File: config.mk
export PLATFORM = sky130hd
export DESIGN_NAME = key_value_arg_parser_unit
export DESIGN_NICKNAME = d
export VERILOG_FILES = /design/src/hdl/kvap_pkg.sv /design/src/hdl/kvap_front.sv /design/src/hdl/kvap_queue.sv /design/src/hdl/kvap_back.sv /design/src/hdl/key_value_arg_parser_unit.sv
export SDC_FILE = /design/constraint.sdc
export NUM_CORES = 1
export LEC_CHECK = 0
export BUFFER_PORTS_ARGS = -buffer_cell sky130_fd_sc_hd__buf_2
export CAP_MARGIN = 20
export CORE_MARGIN = 10
export CORE_UTILIZATION = 59
export DETAILED_ROUTE_END_ITERATION = 10
export PLACE_DENSITY = 0.79
export RECOVER_POWER = 25
export REMOVE_ABC_BUFFERS = 1
export SYNTH_ARGS = -nofsm -noshare
export SYNTH_HDL_FRONTEND = slang
export SYNTH_SLANG_ARGS = --single-unit
File: constraint.sdc
create_clock -name i_clk -period 3.2 [get_ports i_clk]
set_clock_uncertainty 0.1 [all_clocks]
set_input_delay 0.32 -clock i_clk [delete_from_list [all_inputs] [get_ports i_clk]]
set_output_delay 0.32 -clock i_clk [all_outputs]
set_load 0.02 [all_outputs]
File: src/hdl/kvap_pkg.sv
// shared types and constants of the key:value argument parser
package kvap_pkg;

    // character codes
    localparam logic [7:0] CH_COLON = 8'h3A;
    localparam logic [7:0] CH_QUOTE = 8'h22;
    localparam logic [7:0] CH_BSL   = 8'h5C;
    localparam logic [7:0] CH_SPACE = 8'h20;
    localparam logic [7:0] CH_TAB   = 8'h09;

    // default depth of the queue between front and back
    localparam int KVAP_QUEUE_DEPTH = 4;

    // parse outcome codes
    typedef enum logic [1:0] {
        ST_OK,
        ST_BAD_KEY,
        ST_BAD_ESC,
        ST_OPEN_QUOTE
    } t_status;

    // classified input byte as it travels through the queue
    typedef struct packed {
        logic [7:0] data;
        logic       last;
        logic       is_blank;
        logic       is_colon;
        logic       is_quote;
        logic       is_bsl;
    } t_item;

    // one result request
    typedef struct packed {
        logic       has_byte;
        logic [7:0] out_byte;
        logic       byte_is_key;
        logic       key_end;
        logic       pair_end;
        logic       finished;
        t_status    status;
    } t_result;

endpackage

File: src/hdl/kvap_front.sv
// front stage: accepts input bytes and classifies each character
module kvap_front (
    input  logic          i_clk,
    input  logic          i_rst_n,
    input  logic          i_s_tvalid,
    output logic          o_s_tready,
    input  logic [7:0]    i_s_tdata,   // data_byte[7:0]
    input  logic          i_s_tlast,   // last_byte
    input  logic          i_q_full,
    output logic          o_push,
    output kvap_pkg::t_item o_item
);
    import kvap_pkg::*;

    logic r_ready_en;

    // hold off requests during reset
    always_ff @(posedge i_clk) begin
        if (!i_rst_n) begin
            r_ready_en <= 1'b0;
        end else begin
            r_ready_en <= 1'b1;
        end
    end

    // accept whenever the queue has room, once out of reset
    assign o_s_tready = r_ready_en && !i_q_full;
    assign o_push     = i_s_tvalid && o_s_tready;

    // character classification
    always_comb begin
        o_item.data     = i_s_tdata;
        o_item.last     = i_s_tlast;
        o_item.is_blank = (i_s_tdata == CH_SPACE) || (i_s_tdata == CH_TAB);
        o_item.is_colon = (i_s_tdata == CH_COLON);
        o_item.is_quote = (i_s_tdata == CH_QUOTE);
        o_item.is_bsl   = (i_s_tdata == CH_BSL);
    end

endmodule

File: src/hdl/kvap_queue.sv
// short queue of classified bytes between front and back
module kvap_queue #(
    parameter int DEPTH = kvap_pkg::KVAP_QUEUE_DEPTH
) (
    input  logic            i_clk,
    input  logic            i_rst_n,
    input  logic            i_push,
    input  kvap_pkg::t_item i_item,
    input  logic            i_pop,
    output logic            o_full,
    output logic            o_valid,
    output kvap_pkg::t_item o_item
);
    import kvap_pkg::*;

    localparam int AW = (DEPTH > 1) ? $clog2(DEPTH) : 1;
    localparam int CW = $clog2(DEPTH + 1);

    t_item          r_mem [DEPTH];
    logic [AW-1:0]  r_wr_ptr;
    logic [AW-1:0]  r_rd_ptr;
    logic [CW-1:0]  r_count;
    logic [AW-1:0]  n_wr_ptr;
    logic [AW-1:0]  n_rd_ptr;

    assign o_full  = (r_count == CW'(DEPTH));
    assign o_valid = (r_count != '0);
    assign o_item  = r_mem[r_rd_ptr];

    // pointer wrap
    assign n_wr_ptr = (r_wr_ptr == AW'(DEPTH - 1)) ? '0 : r_wr_ptr + AW'(1);
    assign n_rd_ptr = (r_rd_ptr == AW'(DEPTH - 1)) ? '0 : r_rd_ptr + AW'(1);

    // storage
    always_ff @(posedge i_clk) begin
        if (i_push) begin
            r_mem[r_wr_ptr] <= i_item;
        end
    end

    // pointers and fill count
    always_ff @(posedge i_clk) begin
        if (!i_rst_n) begin
            r_wr_ptr <= '0;
            r_rd_ptr <= '0;
            r_count  <= '0;
        end else begin
            if (i_push) begin
                r_wr_ptr <= n_wr_ptr;
            end
            if (i_pop) begin
                r_rd_ptr <= n_rd_ptr;
            end
            if (i_push && !i_pop) begin
                r_count <= r_count + CW'(1);
            end else if (i_pop && !i_push) begin
                r_count <= r_count - CW'(1);
            end
        end
    end

endmodule

File: src/hdl/kvap_back.sv
// back stage: parse state machine and output register
module kvap_back (
    input  logic              i_clk,
    input  logic              i_rst_n,
    input  logic              i_q_valid,
    input  kvap_pkg::t_item   i_item,
    output logic              o_pop,
    output logic              o_m_tvalid,
    input  logic              i_m_tready,
    output kvap_pkg::t_result o_result
);
    import kvap_pkg::*;

    typedef enum logic [2:0] {
        PH_LEAD,
        PH_GAP,
        PH_KEY,
        PH_VAL,
        PH_ESC,
        PH_ERR_KEY,
        PH_ERR_ESC,
        PH_ERR_QUO
    } t_phase;

    t_phase  r_phase;
    logic    r_quotes;
    logic    r_out_valid;
    t_result r_out;

    t_phase  n_phase;
    logic    n_quotes;
    logic    n_emit;
    t_result n_res;
    logic    w_nq;

    // pop when the output register is free or being drained
    assign o_pop      = i_q_valid && (!r_out_valid || i_m_tready);
    assign o_m_tvalid = r_out_valid;
    assign o_result   = r_out;
    assign w_nq       = !r_quotes;

    // next state and result of one byte
    always_comb begin
        n_phase  = r_phase;
        n_quotes = r_quotes;
        n_emit   = 1'b0;
        n_res    = '0;
        n_res.status = ST_OK;
        case (r_phase)
            PH_LEAD, PH_GAP: begin
                if (i_item.is_blank) begin
                    if (i_item.last) begin
                        n_emit         = 1'b1;
                        n_res.finished = 1'b1;
                        n_res.status   = (r_phase == PH_GAP) ? ST_OK : ST_BAD_KEY;
                    end
                end else if (i_item.is_colon || i_item.last) begin
                    if (i_item.last) begin
                        n_emit         = 1'b1;
                        n_res.finished = 1'b1;
                        n_res.status   = ST_BAD_KEY;
                    end else begin
                        n_phase = PH_ERR_KEY;
                    end
                end else begin
                    n_phase           = PH_KEY;
                    n_emit            = 1'b1;
                    n_res.has_byte    = 1'b1;
                    n_res.out_byte    = i_item.data;
                    n_res.byte_is_key = 1'b1;
                end
            end
            PH_KEY: begin
                if (i_item.is_colon) begin
                    n_quotes      = 1'b0;
                    n_phase       = PH_VAL;
                    n_emit        = 1'b1;
                    n_res.key_end = 1'b1;
                    if (i_item.last) begin
                        n_res.pair_end = 1'b1;
                        n_res.finished = 1'b1;
                    end
                end else if (i_item.last) begin
                    n_emit         = 1'b1;
                    n_res.finished = 1'b1;
                    n_res.status   = ST_BAD_KEY;
                end else begin
                    n_emit            = 1'b1;
                    n_res.has_byte    = 1'b1;
                    n_res.out_byte    = i_item.data;
                    n_res.byte_is_key = 1'b1;
                end
            end
            PH_VAL: begin
                if (i_item.is_bsl) begin
                    if (i_item.last) begin
                        n_emit         = 1'b1;
                        n_res.finished = 1'b1;
                        n_res.status   = ST_BAD_ESC;
                    end else begin
                        n_phase = PH_ESC;
                    end
                end else if (i_item.is_quote) begin
                    n_quotes = w_nq;
                    if (i_item.last) begin
                        n_emit         = 1'b1;
                        n_res.finished = 1'b1;
                        if (w_nq) begin
                            n_res.status = ST_OPEN_QUOTE;
                        end else begin
                            n_res.pair_end = 1'b1;
                        end
                    end
                end else if (i_item.is_blank && !r_quotes) begin
                    n_phase        = PH_GAP;
                    n_emit         = 1'b1;
                    n_res.pair_end = 1'b1;
                    n_res.finished = i_item.last;
                end else if (i_item.last) begin
                    n_emit         = 1'b1;
                    n_res.finished = 1'b1;
                    if (r_quotes) begin
                        n_res.status = ST_OPEN_QUOTE;
                    end else begin
                        n_res.has_byte = 1'b1;
                        n_res.out_byte = i_item.data;
                        n_res.pair_end = 1'b1;
                    end
                end else begin
                    n_emit         = 1'b1;
                    n_res.has_byte = 1'b1;
                    n_res.out_byte = i_item.data;
                end
            end
            PH_ESC: begin
                if (!i_item.is_quote && !i_item.is_bsl) begin
                    if (i_item.last) begin
                        n_emit         = 1'b1;
                        n_res.finished = 1'b1;
                        n_res.status   = ST_BAD_ESC;
                    end else begin
                        n_phase = PH_ERR_ESC;
                    end
                end else begin
                    n_phase = PH_VAL;
                    n_emit  = 1'b1;
                    if (i_item.last) begin
                        n_res.finished = 1'b1;
                        if (r_quotes) begin
                            n_res.status = ST_OPEN_QUOTE;
                        end else begin
                            n_res.has_byte = 1'b1;
                            n_res.out_byte = i_item.data;
                            n_res.pair_end = 1'b1;
                        end
                    end else begin
                        n_res.has_byte = 1'b1;
                        n_res.out_byte = i_item.data;
                    end
                end
            end
            PH_ERR_KEY: begin
                if (i_item.last) begin
                    n_emit         = 1'b1;
                    n_res.finished = 1'b1;
                    n_res.status   = ST_BAD_KEY;
                end
            end
            PH_ERR_ESC: begin
                if (i_item.last) begin
                    n_emit         = 1'b1;
                    n_res.finished = 1'b1;
                    n_res.status   = ST_BAD_ESC;
                end
            end
            default: begin
                if (i_item.last) begin
                    n_emit         = 1'b1;
                    n_res.finished = 1'b1;
                    n_res.status   = ST_OPEN_QUOTE;
                end
            end
        endcase
        // outcome reported: back to the start of a string
        if (n_res.finished) begin
            n_phase  = PH_LEAD;
            n_quotes = 1'b0;
        end
    end

    // parse state and output register
    always_ff @(posedge i_clk) begin
        if (!i_rst_n) begin
            r_phase     <= PH_LEAD;
            r_quotes    <= 1'b0;
            r_out_valid <= 1'b0;
        end else begin
            if (o_pop) begin
                r_phase  <= n_phase;
                r_quotes <= n_quotes;
            end
            if (o_pop && n_emit) begin
                r_out_valid <= 1'b1;
                r_out       <= n_res;
            end else if (i_m_tready) begin
                r_out_valid <= 1'b0;
            end
        end
    end

    // every string end leaves the parser at its start state
    a_last_resets: assert property (@(posedge i_clk) disable iff (!i_rst_n)
        o_pop && i_item.last |=> (r_phase == PH_LEAD) && !r_quotes)
        else $error("parser not back at start after last byte");

    // a string end always produces an outcome request
    a_last_reports: assert property (@(posedge i_clk) disable iff (!i_rst_n)
        o_pop && i_item.last |=> r_out_valid && r_out.finished)
        else $error("last byte gave no outcome");

    // no byte field without a byte
    a_byte_fields: assert property (@(posedge i_clk) disable iff (!i_rst_n)
        r_out_valid && !r_out.has_byte |-> !r_out.byte_is_key && (r_out.out_byte == '0))
        else $error("byte fields set without a byte");

    // status only with an outcome
    a_status_zero: assert property (@(posedge i_clk) disable iff (!i_rst_n)
        r_out_valid && !r_out.finished |-> (r_out.status == ST_OK))
        else $error("status set without finished");

endmodule

File: src/hdl/key_value_arg_parser_unit.sv
// top level of the key:value argument parser
//
//  channel | dir | tdata                  | tlast     | tuser
//  s       | in  | data_byte              | last_byte | -
//  m       | out | has_byte..status       | finished  | byte_is_key
//
// one byte is accepted every clock cycle while the queue has room; the parse state
// machine in the back stage handles one byte per cycle unless the output stalls,
// so the rate is one byte per cycle; a byte is queued, then its result registered.
// reset (synchronous, active low) clears the parse state, the queue and the
// output register. a stalled output is absorbed by the QUEUE_DEPTH-entry
// queue; input ready is low in reset and in the first cycle after it, and
// otherwise drops only when that queue is full.
module key_value_arg_parser_unit #(
    parameter int QUEUE_DEPTH = kvap_pkg::KVAP_QUEUE_DEPTH
) (
    input  logic        i_clk,
    input  logic        i_rst_n,
    input  logic        i_s_tvalid,
    output logic        o_s_tready,
    input  logic [7:0]  i_s_tdata,   // [7:0] data_byte
    input  logic        i_s_tlast,   // last_byte
    output logic        o_m_tvalid,
    input  logic        i_m_tready,
    output logic [15:0] o_m_tdata,   // [0] has_byte, [8:1] out_byte, [9] key_end,
                                     // [10] pair_end, [12:11] status, [15:13] zero
    output logic        o_m_tlast,   // finished
    output logic        o_m_tuser    // byte_is_key
);
    import kvap_pkg::*;

    logic    w_push;
    t_item   w_push_item;
    logic    w_q_full;
    logic    w_q_valid;
    t_item   w_q_item;
    logic    w_pop;
    t_result w_res;

    // accept and classify
    kvap_front u_front (
        .i_clk      (i_clk),
        .i_rst_n    (i_rst_n),
        .i_s_tvalid (i_s_tvalid),
        .o_s_tready (o_s_tready),
        .i_s_tdata  (i_s_tdata),
        .i_s_tlast  (i_s_tlast),
        .i_q_full   (w_q_full),
        .o_push     (w_push),
        .o_item     (w_push_item)
    );

    // decoupling queue
    kvap_queue #(
        .DEPTH (QUEUE_DEPTH)
    ) u_queue (
        .i_clk   (i_clk),
        .i_rst_n (i_rst_n),
        .i_push  (w_push),
        .i_item  (w_push_item),
        .i_pop   (w_pop),
        .o_full  (w_q_full),
        .o_valid (w_q_valid),
        .o_item  (w_q_item)
    );

    // parse and emit
    kvap_back u_back (
        .i_clk      (i_clk),
        .i_rst_n    (i_rst_n),
        .i_q_valid  (w_q_valid),
        .i_item     (w_q_item),
        .o_pop      (w_pop),
        .o_m_tvalid (o_m_tvalid),
        .i_m_tready (i_m_tready),
        .o_result   (w_res)
    );

    // output packing
    assign o_m_tdata = {3'b000, w_res.status, w_res.pair_end, w_res.key_end,
                        w_res.out_byte, w_res.has_byte};
    assign o_m_tlast = w_res.finished;
    assign o_m_tuser = w_res.byte_is_key;

endmodule
==> impl_metrics.toml <==
[clocking]
clk_latency_ns = 0.36
cts_setup_buffers = 0
clockBufferDepth = 2
htree_levels = 3
cts_tree = "done"
post_cts_resized = 0
root_buffer = "clkbuf_8"
ctsHoldBuffers = 0
cts_inserted_buffers = 9
cts.sinks = 82
clk_pin_slew_ns = 0.09

[grt]
gr-usage-met3_pct = 4.61
gr-total-overflow = 0
gr-usage-met1_pct = 17.7
grt_pass1_wl_um = 11000
grt_busiest_layer = "met2"
grt_max_degree = 16
groute.usage.overall_pct = 14.0
antenna_found_initial = 0
met2_usage_pct = 21.8
grt_pass1_vias = 2158

[worst_setup_path]
crit_fanout = 12
critPathKind = "reg2reg"
r2r-end = "u_back.o_result[5]"
cp.arrival_ns = 2.85
cp-start-kind = "flop"
r2r_slack_ns = 0.35
endpoint_kind = "flop"
cp_data_required_time_ns = 3.21
reg2regPathDepth = 6

[synthesis]
synthFlopType = "edfxtp_1"
ys_types = 48
synth_warnings = 0
avgSynthCellArea_um2 = 13.9
yosysSeqAreaShare_pct = 63.2
synthesis.area_mm2 = 0.00366
synth.area.top_cells = "edfxtp_1 (55%), dfxtp_1 (8.2%), mux4_2 (7.4%)"
synth_top_area_cell = "edfxtp_1"
synthTopCellsByCount = "edfxtp_1 (67), nor2_1 (22), nand2_1 (17)"
synth-seq-cells = 82
async_flop_share_pct = 0
yosysMostFrequentCell = "edfxtp_1"
synth_top_cell_area_share_pct = 55.0
synth_edf_count = 67
synthCells = 263

[timing]
maxSlewViolCount = 0
fin_crit_sh_pct = 89.0
max_slew_margin_pct = 50.5
finalSetupTns_ns = 0
setup_ws_ns = 0.353
rsz0062_at_grt = "no"
final_hold_viol_count = 0
period_needed_ns = 2.85
fmax_mhz = 351
worstMarginPinSlew_ns = 0.742
setup_viol = 0
worst_hold_slack_ns = 0.117

[detailed_routing]
via_per_inst = 5.93
vias = 2252
first_pass_iters = 4
routedWlPerCell_um = 17.8
drt_iter0_markers = 139
routed_wl_um = 6770
drc = 0
drtAntennaViolNets = 0

[final_layout]
layout.cells.non_filler = 380
drive_above_1_share_pct = 19.7
n_antenna_cell = 0
syn2layout_area_growth_pct = 11.4
nNetsFinal = 321
utilization_pct = 68.4
n_fill_cell = 425
design_area_mm2 = 0.00408

[hold_path]
holdPathStages = 1
min_path_type = "in2reg"
whs_endpoint = "u_queue.r_mem[2][4]"
hold_start = "i_s_tlast"

[placement]
routabilityCongestion = 0.873
dp_slack_ns = 0.247
dp.cells = 364
numPortBuffers = 29
place_area_mm2 = 0.00389
dp_hpwl_um = 4760

[status]
status = "completed"

[floorplanning]
num_io_pins = 33
die-width_um = 98.7
initial_utilization_pct = 61.4
dieArea_mm2 = 0.00975
core.rowCount = 28
die_h_um = 98.7
core_area_mm2 = 0.00596

[power]
powerDensity_mw_per_mm2 = 803
power_leakage_nw = 1.45
total_power_mw = 3.27
ir_drop_mv = 0.504

[flow_run]
maxCapViolCount = 0
[power by group]
part           switching [mW]  internal [mW]  total [mW]  leakage, nW
clock                   0.366          0.359       0.725       0.0975
sequential              0.102           1.34        1.44        0.739
combinational           0.636          0.473        1.11        0.614
[worst max-delay path, cell delays in order (launching register included)]
cell	delay, ns
dfxtp_1	0.46
buf_4	0.22
mux4_1	0.70
or3_1	0.41
a221oi_1	0.30
nor2_1	0.17
buf_4	0.22
[routing by layer]
layer | part of all wire, % | up-vias
met4 | 1.6 | 0
met1 | 43 | 1100
met2 | 47 | 79
met5 | 0 | -
met3 | 8.7 | 10
li1 | - | 1063
[how the worst max path moves through the flow]
stage | from | to | slack, ns | cells past startpoint
detailed placement | flop | u_back.o_result[13] | 0.25 | 5
CTS | flop | u_back.o_result[3] | 0.21 | 5
global route | flop | u_back.o_result[0] | 0.10 | 6
floorplan | flop | u_back.o_result[0] | 0.09 | 5
global placement | flop | u_back.o_result[9] | 0.38 | 5
finish | flop | u_back.o_result[5] | 0.35 | 6
[placed cells by master, fill, tap and decap left out, types with 2 or more instances in the layout]
cell / synthesis / final
nor3_1: 7 / 7
nand4bb_1: 2 / 2
nor2b_1: 13 / 13
or4_1: 4 / 4
conb_1: 1 / 3
ha_1: 6 / 6
nand3b_1: 2 / 2
a211oi_1: 3 / 3
mux2i_1: 6 / 6
nand2_1: 17 / 17
and3_1: 4 / 4
dfxtp_1: 15 / 15
clkbuf_8: 0 / 9
mux4_2: 12 / 12
nand2b_1: 2 / 2
and3b_1: 2 / 2
xor2_1: 3 / 3
o21a_1: 2 / 2
nor3b_1: 2 / 2
o21ai_0: 8 / 8
a32o_1: 2 / 2
clkbuf_1: 7 / 10
clkinv_1: 1 / 2
a21oi_1: 9 / 9
inv_6: 0 / 2
buf_2: 2 / 19
buf_4: 4 / 11
a21boi_0: 3 / 3
o211ai_1: 2 / 2
o22ai_1: 2 / 2
nor2_1: 22 / 22
edfxtp_1: 67 / 67
inv_1: 8 / 8
nor4_1: 4 / 4
or3_1: 3 / 3
[registers in the layout, indices dropped and copies added (netlist names), named ones only]
signal	flops
u_back.r_quotes	1
u_back.o_m_tvalid	1
u_back.r_phase	3
u_queue.r_rd_ptr	2
u_front.r_ready_en	1
u_back.o_result	15
u_queue.r_count	3
u_queue.r_mem	52
u_queue.r_wr_ptr	2
[cells by family (layout without fill, tap and decap cells)]
kind of cell               count (synthesis)  count (layout)  synth area share [%]
muxes                                     20              20                  10.1
AOI/OAI and AO/OA                         39              39                  7.35
DFF                                       82              82                  63.2
buffers and inverters                     24              64                  3.35
and+or+nand+nor                           87              87                  12.6
xor gates and xnor gates                   3               3                 0.718
adders and majority gates                  7               7                  2.60
other                                      1               3                 0.103
[final cells by class]
cell class	instances	area (um^2)	area share, %
clock buffers	9	124	3.04
clock inverters	6	65.1	1.60
inverters	9	33.8	0.829
multi-input cells	159	1230	30.2
flip-flops and latches	82	2310	56.7
well taps	75	93.8	2.30
repair buffers	40	215	5.28
No activity file was read; power rests on OpenSTA's default activity.
